## src/sv/cdl_pkg.sv

```systemverilog
// ----------------------------------------------------------------------------
// cdl_pkg
// Shared types, constants and calendar tables of the calendar date locator.
// ----------------------------------------------------------------------------
package cdl_pkg;

   localparam int unsigned MAX_DAYS_AFTER_DEF = 4095;
   localparam int unsigned NMON = 12;

   typedef enum logic [1:0] {
      KIND_GREG  = 2'd0,
      KIND_THIRTY = 2'd1,
      KIND_FEST  = 2'd2,
      KIND_SPARE = 2'd3
   } kind_type;

   typedef enum logic [1:0] {
      ST_OK      = 2'd0,
      ST_BAD_DAY = 2'd1,
      ST_BAD_DIM = 2'd2,
      ST_SPARE   = 2'd3
   } status_type;

   typedef enum logic {
      CMD_LOCATE = 1'b0,
      CMD_TO_DOY = 1'b1
   } cmd_type;

   typedef enum logic {
      CSR_KIND = 1'b0,
      CSR_YEAR = 1'b1
   } csr_idx_type;

   typedef struct packed {
      logic [0:0] cmd;
      logic [8:0] day_of_year;
      logic [11:0] days_after;
      logic [3:0] month_in;
      logic [5:0] day_in_month_in;
   } req_type;

   typedef struct packed {
      logic [1:0] status;
      logic [3:0] years_later;
      logic [3:0] month;
      logic [5:0] day_in_month;
      logic [3:0] extra_day;
      logic [1:0] season;
      logic [8:0] day_of_year_out;
   } rsp_type;

   // control that travels along the pipeline beside the day count
   typedef struct packed {
      logic       valid;
      status_type status;
      logic [6:0] r100;   // year mod 100
      logic [1:0] q4;     // (year div 100) mod 4
   } ctl_type;

   typedef logic [8:0] tab9_type [NMON];

   localparam tab9_type START_GREG   = '{9'd1, 9'd32, 9'd60, 9'd91, 9'd121, 9'd152,
                                         9'd182, 9'd213, 9'd244, 9'd274, 9'd305, 9'd335};
   localparam tab9_type START_THIRTY = '{9'd1, 9'd32, 9'd62, 9'd92, 9'd123, 9'd153,
                                         9'd183, 9'd214, 9'd244, 9'd275, 9'd305, 9'd336};
   localparam tab9_type START_FEST   = '{9'd1, 9'd29, 9'd57, 9'd92, 9'd120, 9'd148,
                                         9'd183, 9'd211, 9'd239, 9'd274, 9'd302, 9'd330};

   typedef logic [5:0] tab6_type [NMON];
   localparam tab6_type LEN_GREG = '{6'd31, 6'd28, 6'd31, 6'd30, 6'd31, 6'd30,
                                     6'd31, 6'd31, 6'd30, 6'd31, 6'd30, 6'd31};
   localparam tab6_type TRAIL_THIRTY = '{6'd1, 6'd0, 6'd0, 6'd1, 6'd0, 6'd0,
                                         6'd1, 6'd0, 6'd1, 6'd0, 6'd1, 6'd0};
   localparam tab6_type TRAIL_FEST = '{6'd0, 6'd0, 6'd7, 6'd0, 6'd0, 6'd7,
                                       6'd0, 6'd0, 6'd7, 6'd0, 6'd0, 6'd7};

   function automatic logic is_leap(kind_type k, logic [6:0] r100, logic [1:0] q4);
      logic by4;
      by4 = (r100[1:0] == 2'd0);
      unique case (k)
         KIND_THIRTY: is_leap = by4;
         KIND_FEST:   is_leap = 1'b0;
         default:     is_leap = by4 && ((r100 != 7'd0) || (q4 == 2'd0));
      endcase
   endfunction

   function automatic logic [8:0] year_len(kind_type k, logic leap);
      unique case (k)
         KIND_FEST: year_len = 9'd364;
         default:   year_len = 9'd365 + {8'd0, leap};
      endcase
   endfunction

   function automatic logic [8:0] month_start(kind_type k, logic leap, logic [3:0] m);
      unique case (k)
         KIND_THIRTY: month_start = START_THIRTY[m] + {8'd0, leap && (m > 4'd6)};
         KIND_FEST:   month_start = START_FEST[m];
         default:     month_start = START_GREG[m] + {8'd0, leap && (m > 4'd1)};
      endcase
   endfunction

   // body days of a month, Gregorian leap day included
   function automatic logic [5:0] month_len(kind_type k, logic leap, logic [3:0] m);
      unique case (k)
         KIND_THIRTY: month_len = 6'd30;
         KIND_FEST:   month_len = 6'd28;
         default:     month_len = LEN_GREG[m] + {5'd0, leap && (m == 4'd1)};
      endcase
   endfunction

   // trailing days after the body, thirty-day leap day included
   function automatic logic [5:0] trail_len(kind_type k, logic leap, logic [3:0] m);
      unique case (k)
         KIND_THIRTY: trail_len = TRAIL_THIRTY[m] + {5'd0, leap && (m == 4'd6)};
         KIND_FEST:   trail_len = TRAIL_FEST[m];
         default:     trail_len = 6'd0;
      endcase
   endfunction

   // first day of season c+1 (boundary c)
   function automatic logic [8:0] season_div(kind_type k, logic leap, logic [1:0] c);
      logic [3:0] mk;
      logic [5:0] cd;
      unique case (k)
         KIND_FEST: begin
            unique case (c)
               2'd0:    begin mk = 4'd1;  cd = 6'd1;  end
               2'd1:    begin mk = 4'd5;  cd = 6'd32; end
               2'd2:    begin mk = 4'd9;  cd = 6'd1;  end
               default: begin mk = 4'd11; cd = 6'd1;  end
            endcase
         end
         KIND_THIRTY: begin
            mk = {c, 2'b0} - {2'b0, c} + 4'd2;
            unique case (c)
               2'd0:    cd = 6'd19;
               2'd1:    cd = 6'd10;
               2'd2:    cd = 6'd21;
               default: cd = 6'd20;
            endcase
         end
         default: begin
            mk = {c, 2'b0} - {2'b0, c} + 4'd2;
            cd = 6'd22;
         end
      endcase
      season_div = month_start(k, leap, mk) + {3'd0, cd} - 9'd1;
   endfunction

endpackage

```

## src/sv/cdl_prep.sv

```systemverilog
// ----------------------------------------------------------------------------
// cdl_prep
// Front stages: split the base year into leap residues, check the command
// and form the day count that the year walk consumes.
// ----------------------------------------------------------------------------
module cdl_prep #(
   parameter int unsigned MAX_DAYS_AFTER = cdl_pkg::MAX_DAYS_AFTER_DEF,
   parameter int unsigned TW = 13
) (
   input  logic              clock,
   input  logic              reset,
   input  logic              in_valid,
   input  cdl_pkg::req_type  in_req,
   input  cdl_pkg::kind_type kind,
   input  logic [13:0]       base_year,
   output cdl_pkg::ctl_type  out_ctl,
   output logic [TW-1:0]     out_temp
);

   // stage A: quotient by 100 through reciprocal multiply
   logic             a_valid_ff;
   cdl_pkg::req_type a_req_ff;
   logic [7:0]       a_q_ff;
   logic [26:0]      a_prod;

   assign a_prod = {13'd0, base_year} * 27'd5243;

   always_ff @(posedge clock) begin
      if (reset) begin
         a_valid_ff <= 1'b0;
      end else begin
         a_valid_ff <= in_valid;
      end
      a_req_ff <= in_req;
      a_q_ff   <= a_prod[26:19];
   end

   // stage B: remainder
   logic             b_valid_ff;
   cdl_pkg::req_type b_req_ff;
   logic [6:0]       b_r100_ff;
   logic [1:0]       b_q4_ff;
   logic [14:0]      b_rem;

   assign b_rem = {1'b0, base_year} - ({7'd0, a_q_ff} * 15'd100);

   always_ff @(posedge clock) begin
      if (reset) begin
         b_valid_ff <= 1'b0;
      end else begin
         b_valid_ff <= a_valid_ff;
      end
      b_req_ff  <= a_req_ff;
      b_r100_ff <= b_rem[6:0];
      b_q4_ff   <= a_q_ff[1:0];
   end

   // stage C: validate and form the day count
   logic                 leap;
   logic [8:0]           total;
   logic [5:0]           limit;
   cdl_pkg::status_type  status;
   logic [TW-1:0]        temp;
   cdl_pkg::ctl_type     c_ctl_ff;
   logic [TW-1:0]        c_temp_ff;

   always_comb begin
      leap  = cdl_pkg::is_leap(kind, b_r100_ff, b_q4_ff);
      total = cdl_pkg::year_len(kind, leap);
      limit = '0;
      temp  = '0;
      status = cdl_pkg::ST_OK;
      if (b_req_ff.cmd == cdl_pkg::CMD_LOCATE) begin
         if ((b_req_ff.day_of_year == 9'd0) || (b_req_ff.day_of_year > total) ||
             (32'(b_req_ff.days_after) > 32'(MAX_DAYS_AFTER))) begin
            status = cdl_pkg::ST_BAD_DAY;
         end
         temp = TW'(b_req_ff.day_of_year) + TW'(b_req_ff.days_after);
      end else if (b_req_ff.month_in > 4'd11) begin
         status = cdl_pkg::ST_BAD_DAY;
      end else begin
         limit = cdl_pkg::month_len(kind, leap, b_req_ff.month_in) +
                 cdl_pkg::trail_len(kind, leap, b_req_ff.month_in);
         if ((b_req_ff.day_in_month_in == 6'd0) || (b_req_ff.day_in_month_in > limit)) begin
            status = cdl_pkg::ST_BAD_DIM;
         end
         temp = TW'(cdl_pkg::month_start(kind, leap, b_req_ff.month_in) +
                    {3'd0, b_req_ff.day_in_month_in} - 9'd1);
      end
   end

   always_ff @(posedge clock) begin
      if (reset) begin
         c_ctl_ff.valid <= 1'b0;
      end else begin
         c_ctl_ff.valid <= b_valid_ff;
      end
      c_ctl_ff.status <= status;
      c_ctl_ff.r100   <= b_r100_ff;
      c_ctl_ff.q4     <= b_q4_ff;
      c_temp_ff       <= temp;
   end

   assign out_ctl  = c_ctl_ff;
   assign out_temp = c_temp_ff;

endmodule

```

## src/sv/cdl_walk_stage.sv

```systemverilog
// ----------------------------------------------------------------------------
// cdl_walk_stage
// One year of the offset walk: drop one year length when the count runs past
// the year, and advance the year residues.
// ----------------------------------------------------------------------------
module cdl_walk_stage #(
   parameter int unsigned TW = 13,
   parameter int unsigned YW = 4
) (
   input  logic              clock,
   input  logic              reset,
   input  cdl_pkg::kind_type kind,
   input  cdl_pkg::ctl_type  in_ctl,
   input  logic [TW-1:0]     in_temp,
   input  logic [YW-1:0]     in_years,
   output cdl_pkg::ctl_type  out_ctl,
   output logic [TW-1:0]     out_temp,
   output logic [YW-1:0]     out_years
);

   logic [TW-1:0]    len;
   logic             step;
   cdl_pkg::ctl_type ctl_in;
   logic [TW-1:0]    temp_in;
   logic [YW-1:0]    years_in;
   cdl_pkg::ctl_type ctl_ff;
   logic [TW-1:0]    temp_ff;
   logic [YW-1:0]    years_ff;

   always_comb begin
      len      = TW'(cdl_pkg::year_len(kind, cdl_pkg::is_leap(kind, in_ctl.r100, in_ctl.q4)));
      step     = (in_temp > len);
      ctl_in   = in_ctl;
      temp_in  = in_temp;
      years_in = in_years;
      if (step) begin
         temp_in  = in_temp - len;
         years_in = in_years + YW'(1);
         if (in_ctl.r100 == 7'd99) begin
            ctl_in.r100 = 7'd0;
            ctl_in.q4   = in_ctl.q4 + 2'd1;
         end else begin
            ctl_in.r100 = in_ctl.r100 + 7'd1;
         end
      end
   end

   always_ff @(posedge clock) begin
      if (reset) begin
         ctl_ff.valid <= 1'b0;
      end else begin
         ctl_ff.valid <= ctl_in.valid;
      end
      ctl_ff.status <= ctl_in.status;
      ctl_ff.r100   <= ctl_in.r100;
      ctl_ff.q4     <= ctl_in.q4;
      temp_ff       <= temp_in;
      years_ff      <= years_in;
   end

   assign out_ctl   = ctl_ff;
   assign out_temp  = temp_ff;
   assign out_years = years_ff;

endmodule

```

## src/sv/cdl_locate.sv

```systemverilog
// ----------------------------------------------------------------------------
// cdl_locate
// Back stages: find the month of the day, then the day in month, the
// trailing day number and the season.
// ----------------------------------------------------------------------------
module cdl_locate #(
   parameter int unsigned TW = 13,
   parameter int unsigned YW = 4
) (
   input  logic              clock,
   input  logic              reset,
   input  cdl_pkg::kind_type kind,
   input  cdl_pkg::ctl_type  in_ctl,
   input  logic [TW-1:0]     in_temp,
   input  logic [YW-1:0]     in_years,
   output logic              out_valid,
   output cdl_pkg::rsp_type  out_rsp
);

   // stage L1: month search
   logic             leap;
   logic [3:0]       mon;
   logic             l1_valid_ff;
   logic [1:0]       l1_status_ff;
   logic [3:0]       l1_years_ff;
   logic [8:0]       l1_day_ff;
   logic [3:0]       l1_mon_ff;
   logic             l1_leap_ff;

   always_comb begin
      leap = cdl_pkg::is_leap(kind, in_ctl.r100, in_ctl.q4);
      mon  = 4'd0;
      for (int i = 1; i < cdl_pkg::NMON; i++) begin
         if (cdl_pkg::month_start(kind, leap, 4'(i)) <= in_temp[8:0]) begin
            mon = 4'(i);
         end
      end
   end

   always_ff @(posedge clock) begin
      if (reset) begin
         l1_valid_ff <= 1'b0;
      end else begin
         l1_valid_ff <= in_ctl.valid;
      end
      l1_status_ff <= in_ctl.status;
      l1_years_ff  <= in_years[3:0];
      l1_day_ff    <= in_temp[8:0];
      l1_mon_ff    <= mon;
      l1_leap_ff   <= leap;
   end

   // stage L2: fields of the located day
   logic [8:0]       start;
   logic [8:0]       mend;
   logic [8:0]       dim;
   logic [8:0]       extra;
   logic [1:0]       season;
   cdl_pkg::rsp_type rsp;
   logic             l2_valid_ff;
   cdl_pkg::rsp_type l2_rsp_ff;

   always_comb begin
      start = cdl_pkg::month_start(kind, l1_leap_ff, l1_mon_ff);
      mend  = start + {3'd0, cdl_pkg::month_len(kind, l1_leap_ff, l1_mon_ff)} - 9'd1;
      dim   = l1_day_ff - start + 9'd1;
      extra = (l1_day_ff > mend) ? (l1_day_ff - mend) : 9'd0;
      if (l1_day_ff < cdl_pkg::season_div(kind, l1_leap_ff, 2'd0)) begin
         season = 2'd0;
      end else if (l1_day_ff < cdl_pkg::season_div(kind, l1_leap_ff, 2'd1)) begin
         season = 2'd1;
      end else if (l1_day_ff < cdl_pkg::season_div(kind, l1_leap_ff, 2'd2)) begin
         season = 2'd2;
      end else if (l1_day_ff < cdl_pkg::season_div(kind, l1_leap_ff, 2'd3)) begin
         season = 2'd3;
      end else begin
         season = 2'd0;
      end
      rsp = '0;
      rsp.status = l1_status_ff;
      if (l1_status_ff == cdl_pkg::ST_OK) begin
         rsp.years_later     = l1_years_ff;
         rsp.month           = l1_mon_ff;
         rsp.day_in_month    = dim[5:0];
         rsp.extra_day       = extra[3:0];
         rsp.season          = season;
         rsp.day_of_year_out = l1_day_ff;
      end
   end

   always_ff @(posedge clock) begin
      if (reset) begin
         l2_valid_ff <= 1'b0;
      end else begin
         l2_valid_ff <= l1_valid_ff;
      end
      l2_rsp_ff <= rsp;
   end

   assign out_valid = l2_valid_ff;
   assign out_rsp   = l2_rsp_ff;

endmodule

```

## src/sv/calendar_date_locator.sv

```systemverilog
// ----------------------------------------------------------------------------
// calendar_date_locator
// Calendar date engine: day of year plus offset to year, month, day, extra
// day and season, and month/day to day of year, for three fixed calendars.
// ----------------------------------------------------------------------------
//
//  channel   ports                          direction  handshake
//  request   start, busy, req_data          in         start & !busy
//  response  rsp_valid, rsp_data            out        one-cycle strobe
//  config    csr_we, csr_index, csr_wdata   in         write on csr_we
//
//  A transaction enters in any cycle and its response leaves after three front
//  stages, one stage per walked year and two locate stages. The year walk sets
//  the depth. busy is high only during reset; synchronous reset empties the
//  pipeline. The receiver cannot stall, so the pipeline never holds.
//
module calendar_date_locator #(
   parameter int unsigned MAX_DAYS_AFTER = cdl_pkg::MAX_DAYS_AFTER_DEF
) (
   input  logic             clock,
   input  logic             reset,
   input  logic             start,
   output logic             busy,
   input  cdl_pkg::req_type req_data,
   output logic             rsp_valid,
   output cdl_pkg::rsp_type rsp_data,
   input  logic             csr_we,
   input  logic [0:0]       csr_index,
   input  logic [13:0]      csr_wdata
);

   // count width covers start day plus largest offset
   localparam int unsigned TW   = $clog2(MAX_DAYS_AFTER + 367);
   // shortest year is 364 days; one spare stage for margin
   localparam int unsigned WALK = (MAX_DAYS_AFTER + 366) / 364 + 1;
   localparam int unsigned YW   = (WALK < 16) ? 4 : $clog2(WALK + 1);

   // configuration registers
   logic [1:0]        kind_ff;
   logic [13:0]       year_ff;
   cdl_pkg::kind_type kind;

   always_ff @(posedge clock) begin
      if (reset) begin
         kind_ff <= 2'd0;
         year_ff <= 14'd2002;
      end else if (csr_we) begin
         unique case (cdl_pkg::csr_idx_type'(csr_index))
            cdl_pkg::CSR_KIND: kind_ff <= csr_wdata[1:0];
            cdl_pkg::CSR_YEAR: year_ff <= csr_wdata;
            default:           kind_ff <= kind_ff;
         endcase
      end
   end

   // spare kind code behaves as Gregorian
   assign kind = (cdl_pkg::kind_type'(kind_ff) == cdl_pkg::KIND_SPARE) ?
                 cdl_pkg::KIND_GREG : cdl_pkg::kind_type'(kind_ff);

   assign busy = reset;

   cdl_pkg::ctl_type ctl   [WALK+1];
   logic [TW-1:0]    temp  [WALK+1];
   logic [YW-1:0]    years [WALK+1];

   cdl_prep #(
      .MAX_DAYS_AFTER (MAX_DAYS_AFTER),
      .TW             (TW)
   ) u_prep (
      .clock     (clock),
      .reset     (reset),
      .in_valid  (start && !busy),
      .in_req    (req_data),
      .kind      (kind),
      .base_year (year_ff),
      .out_ctl   (ctl[0]),
      .out_temp  (temp[0])
   );

   assign years[0] = '0;

   // advance at most one year per stage
   for (genvar g = 0; g < WALK; g++) begin : g_walk
      cdl_walk_stage #(
         .TW (TW),
         .YW (YW)
      ) u_walk (
         .clock     (clock),
         .reset     (reset),
         .kind      (kind),
         .in_ctl    (ctl[g]),
         .in_temp   (temp[g]),
         .in_years  (years[g]),
         .out_ctl   (ctl[g+1]),
         .out_temp  (temp[g+1]),
         .out_years (years[g+1])
      );
   end

   cdl_locate #(
      .TW (TW),
      .YW (YW)
   ) u_locate (
      .clock     (clock),
      .reset     (reset),
      .kind      (kind),
      .in_ctl    (ctl[WALK]),
      .in_temp   (temp[WALK]),
      .in_years  (years[WALK]),
      .out_valid (rsp_valid),
      .out_rsp   (rsp_data)
   );

`ifndef NO_ASSERTIONS
   // a failed transaction carries nothing but its status
   a_err_zero: assert property (@(posedge clock) disable iff (reset)
      rsp_valid && (rsp_data.status != cdl_pkg::ST_OK) |->
         (rsp_data.day_of_year_out == 9'd0) && (rsp_data.month == 4'd0) &&
         (rsp_data.years_later == 4'd0))
      else $error("error response carries data");

   a_status_code: assert property (@(posedge clock) disable iff (reset)
      rsp_valid |-> (rsp_data.status != cdl_pkg::ST_SPARE))
      else $error("undefined status code");

   // a good day lands inside a real month
   a_ok_day: assert property (@(posedge clock) disable iff (reset)
      rsp_valid && (rsp_data.status == cdl_pkg::ST_OK) |->
         (rsp_data.day_in_month != 6'd0) && (rsp_data.month <= 4'd11) &&
         (rsp_data.day_of_year_out != 9'd0))
      else $error("located day out of range");
`endif

endmodule

```

## config.mk

```make
export PLATFORM = sky130hd
export DESIGN_NAME = calendar_date_locator
export DESIGN_NICKNAME = d
export VERILOG_FILES = /design/src/sv/cdl_pkg.sv /design/src/sv/cdl_prep.sv /design/src/sv/cdl_walk_stage.sv /design/src/sv/cdl_locate.sv /design/src/sv/calendar_date_locator.sv
export SDC_FILE = /design/constraint.sdc
export NUM_CORES = 1
export LEC_CHECK = 0
export BUFFER_PORTS_ARGS = -buffer_cell sky130_fd_sc_hd__clkbuf_2
export CAP_MARGIN = 20
export CORE_AREA = 2 2 223 225
export CTS_CLUSTER_SIZE = 16
export DETAILED_ROUTE_END_ITERATION = 8
export DIE_AREA = 0 0 225 227
export PLACE_DENSITY = 0.87
export SYNTH_ARGS = -nofsm -noshare
export SYNTH_HDL_FRONTEND = slang
export SYNTH_SLANG_ARGS = --single-unit
```

## constraint.sdc

```tcl
create_clock -name clock -period 12.5 [get_ports clock]
set_input_delay 0 -clock clock [delete_from_list [all_inputs] [get_ports clock]]
set_output_delay 0 -clock clock [all_outputs]
set_load 0.01 [all_outputs]
```

==> results.md <==
- Drt wl/cell: approximately 16 um
- Final period util: between 40% and 50%
- Final setup viols: 0
- Relative slew slack: between 40% and 50%
- CTS tree: done
- Vias in the first global route: about 22k
- CP Data Arrival Time: a little under 6 ns
- Area Growth Syn to Fin: 11.42%
- Pwr Density: between 200 and 300 nW/um^2
- Worst path slowest cell: nor4_1
- Mapped Cells: about 3.2k
- Post-CTS sizing: 0
- CP delay by family, top: simple AND/OR/NAND/NOR gates
- Grt ovf: 0
- VDD IR max: approximately 0.19 mV
- Core area: about 49000 sq um
- Worst slew pin tran: between 0.8 and 0.9 ns
- H-tree Lvls: 2
- Mapped Area: just under 30000 sq um
- TritonRoute pass-1 iters: 6
- Status: finished, final reports clean
- Asr flop ratio synth: 0%
- I/O Pins: 84
- GPL Wtd Cong: a little over 0.9
- DR WL met2: between 30 and 40 mm
- Routed vias: 22.29k
- Fmax: around 0.18 GHz
- Initial antenna violation count: 0
- Max-cap violations: 0
- Clock-pin slew on the worst setup and hold paths: roughly 0.070 ns
- Pre-CTS setup slack: slightly above 7 ns
- Min Tclk post-route: 5.471 ns
- Die Span Y: approximately 230 um
- Num rows: roughly 80
- Most used cell, CP: ha_1
- P_leak: 0.01499 uW
- PnR worst setup slack: 7.029 ns
- WL met3: between 3 and 4 mm
- Worst endpoint required time: 12.94 ns
- Critical Path Fanout Max: 47
- CTS buffer count: between 50 and 60
- Syn_area_per_cell: roughly 9 sq um
- Hold crit path type: primary input to register
- Wirelength, routed: around 62 mm
- Count of different cell masters after synthesis: 86
- Yosys warning count: 0
- Share of cells above drive strength 1: under 10%
- Slowest cell delay on critical path: about 0.71 ns
- CTS Root Cell: clkbuf_16
- Setup_tns: 0 ns
- DR iter-0 viols: between 1.5k and 2k
- Worst skew pair latency: ~0.61 ns
- Final Power: around 9200 uW
- DR vias/cell: about 5.6
- RSZ-0062 raised after global routing: no
- Most common cell after layout, fill and taps aside: dfxtp_1
- Remaining antenna violation count: 0
- Sink Count: 541
- Critical path class: register to register
- Clock skew: ~0.031 ns
- Register area share after synthesis: ~37%
- Critical Path Sink Type: register
- Port bufs: 83
- Largest net degree at the start of global routing: 48
- DR DRC count: 0
- Reg-to-reg setup timing slack: between 7 and 8 ns
- Count of pins over their slew limit: 0
- Met1 WL: 25.11 mm
- All-Layer GR Usage: 24.77%
- Fin nets: around 3.7k
- Number of enable flip-flop cells after synthesis: 0
- CP Buf/Inv Count: 2
- Initial core utilization: roughly 60%
- Commonest non-fill, non-tap cells in the layout: dfxtp_1 (541), inv_1 (340), ha_1 (320), nand2_1 (267), nor2_1 (267)
- Clock buffer depth: 3
- Hold Fails Final Rpt: 0
- Top layer in use: met4
- Setup crit start kind: register
- Estimated wirelength of the detail-placed design: approximately 44 mm
- First-pass GRT wire length: roughly 100 mm
- Synth Register Bits: 541
- Most used DFF post-synth: dfxtp_1
- Fin util: about two thirds
- Die Span X: approximately 230 um
- Die area: about 51000 sq um
- CP Cell Sequence: inv_1 -> ha_2 -> buf_4 -> nor2_1 -> nor4_1 -> o21a_1 -> ha_1 -> ha_1 -> nand3_1 -> xor2_1 -> o21ai_0 -> and3_1 -> a21oi_1 -> ha_1 -> a22o_1 -> a211o_1 -> or3_1 -> nor2b_1 -> mux2i_1 -> xnor2_1 -> o22ai_1
cell type report:
type,count,area [sq um]
well taps,622,778.2
flip-flops and latches,541,10830
inverters,341,1280
fillers,3390,16230
clock buffers,69,1445
repair buffers,150,1044
multi-input cells,2206,16590
diodes,1,2.502
clock inverters,26,345.3
power by group:
part	leakage (uW)	internal [uW]	switching [uW]	total (uW)
combinational	0.00958	2030	2410	4440
clock	0.000867	946	686	1630
sequential	0.00454	2470	683	3160
cells in the mapped netlist, drive strengths merged (23+ instances only):
cell    count  share of area [%]
o211ai     27               0.77
mux2       29                1.1
and3       42               0.91
and2       32               0.69
inv       340                4.4
xnor2     199                6.0
xor2       98                3.0
nor2b      52                1.1
nand2     267                3.5
fa         83                5.7
o21ai     134                2.3
nor3       45               0.78
nor2      268                3.5
ha        321                 14
a21o       23               0.60
dfxtp     541                 37
nand2b     38               0.82
nand3      48               0.83
clkbuf     66               0.85
nand4      60                1.3
a21oi     150                2.6
nor4       34               0.75
stage by stage:
stage | cells | hold slack (ns) | instance area, sq um
CTS | 3955 | 0.002293 | 32320
global placement | 3810 | 0.1026 | 30030
floorplan | 3165 | 0.02772 | 29010
detailed placement | 3810 | 0.1039 | 30030
global route | 3955 | 0.007964 | 32320
finish | 3956 | 0.02405 | 32320
flip-flops by register name, indices dropped and copies added, names as in the netlist, 2 cells and up:
signal and flops:
u_prep.a_req_ff 32, g_walk.u_walk.out_years 46, g_walk.u_walk.out_temp 165, kind_ff 2, u_locate.out_rsp 31, u_locate.l1_day_ff 9, u_prep.b_r100_ff 7, u_locate.l1_years_ff 4
u_prep.b_req_ff 32, u_prep.out_ctl 12, g_walk.u_walk.out_ctl 156, u_prep.out_temp 13, u_locate.l1_status_ff 2, u_prep.b_q4_ff 2, year_ff 14, u_prep.a_q_ff 5
u_locate.l1_mon_ff 4
logic make-up (layout without fill, tap and decap cells):
kind of cell             count (synthesis)  count (layout)  share of synthesized area, %
AO/OA/AOI/OAI                          510             510                         11.20
XOR/XNOR                               297             297                         8.968
adder cells (fa/ha/maj)                404             404                         19.58
buffers and inverters                  418             586                         5.474
flip-flops                             541             541                         37.34
multiplexers                            41              41                         1.540
other                                    2               4                       0.02589
AND/OR/NAND/NOR                        951             951                         15.87
timing repair:
action	in CTS	in global routing
hold buffers	50	0
setup buffers	0	0
hold endpoints to repair	49	0
per-layer routing:
layer  global-route usage [%]  up-vias
met4                    10.70        0
met1                    28.35    10460
met2                    45.80      705
met5                        0        -
li1                         -    10920
met3                    3.756      205
worst reg2reg max path, cell delays in order (launching register included):
cell and delay [ns]:
dfxtp_1 0.35, inv_1 0.07, ha_2 0.30, buf_4 0.43, nor2_1 0.11, nor4_1 0.71, o21a_1 0.22, ha_1 0.18
ha_1 0.24, nand3_1 0.12, xor2_1 0.17, o21ai_0 0.14, and3_1 0.16, a21oi_1 0.05, ha_1 0.40, a22o_1 0.26
a211o_1 0.31, or3_1 0.42, nor2b_1 0.13, mux2i_1 0.17, xnor2_1 0.24, o22ai_1 0.10
final timing paths:
path,startpoint,endpoint,cells after the start
worst max-delay path,kind_ff[0],u_prep.out_temp[7],21
worst min-delay path,req_data[29],u_prep.a_req_ff[29],2
worst max register to register,kind_ff[0],u_prep.out_temp[7],21
worst min register to register,u_prep.a_req_ff[16],u_prep.b_req_ff[16],0
Note: power is estimated with default switching activity, not from simulation.
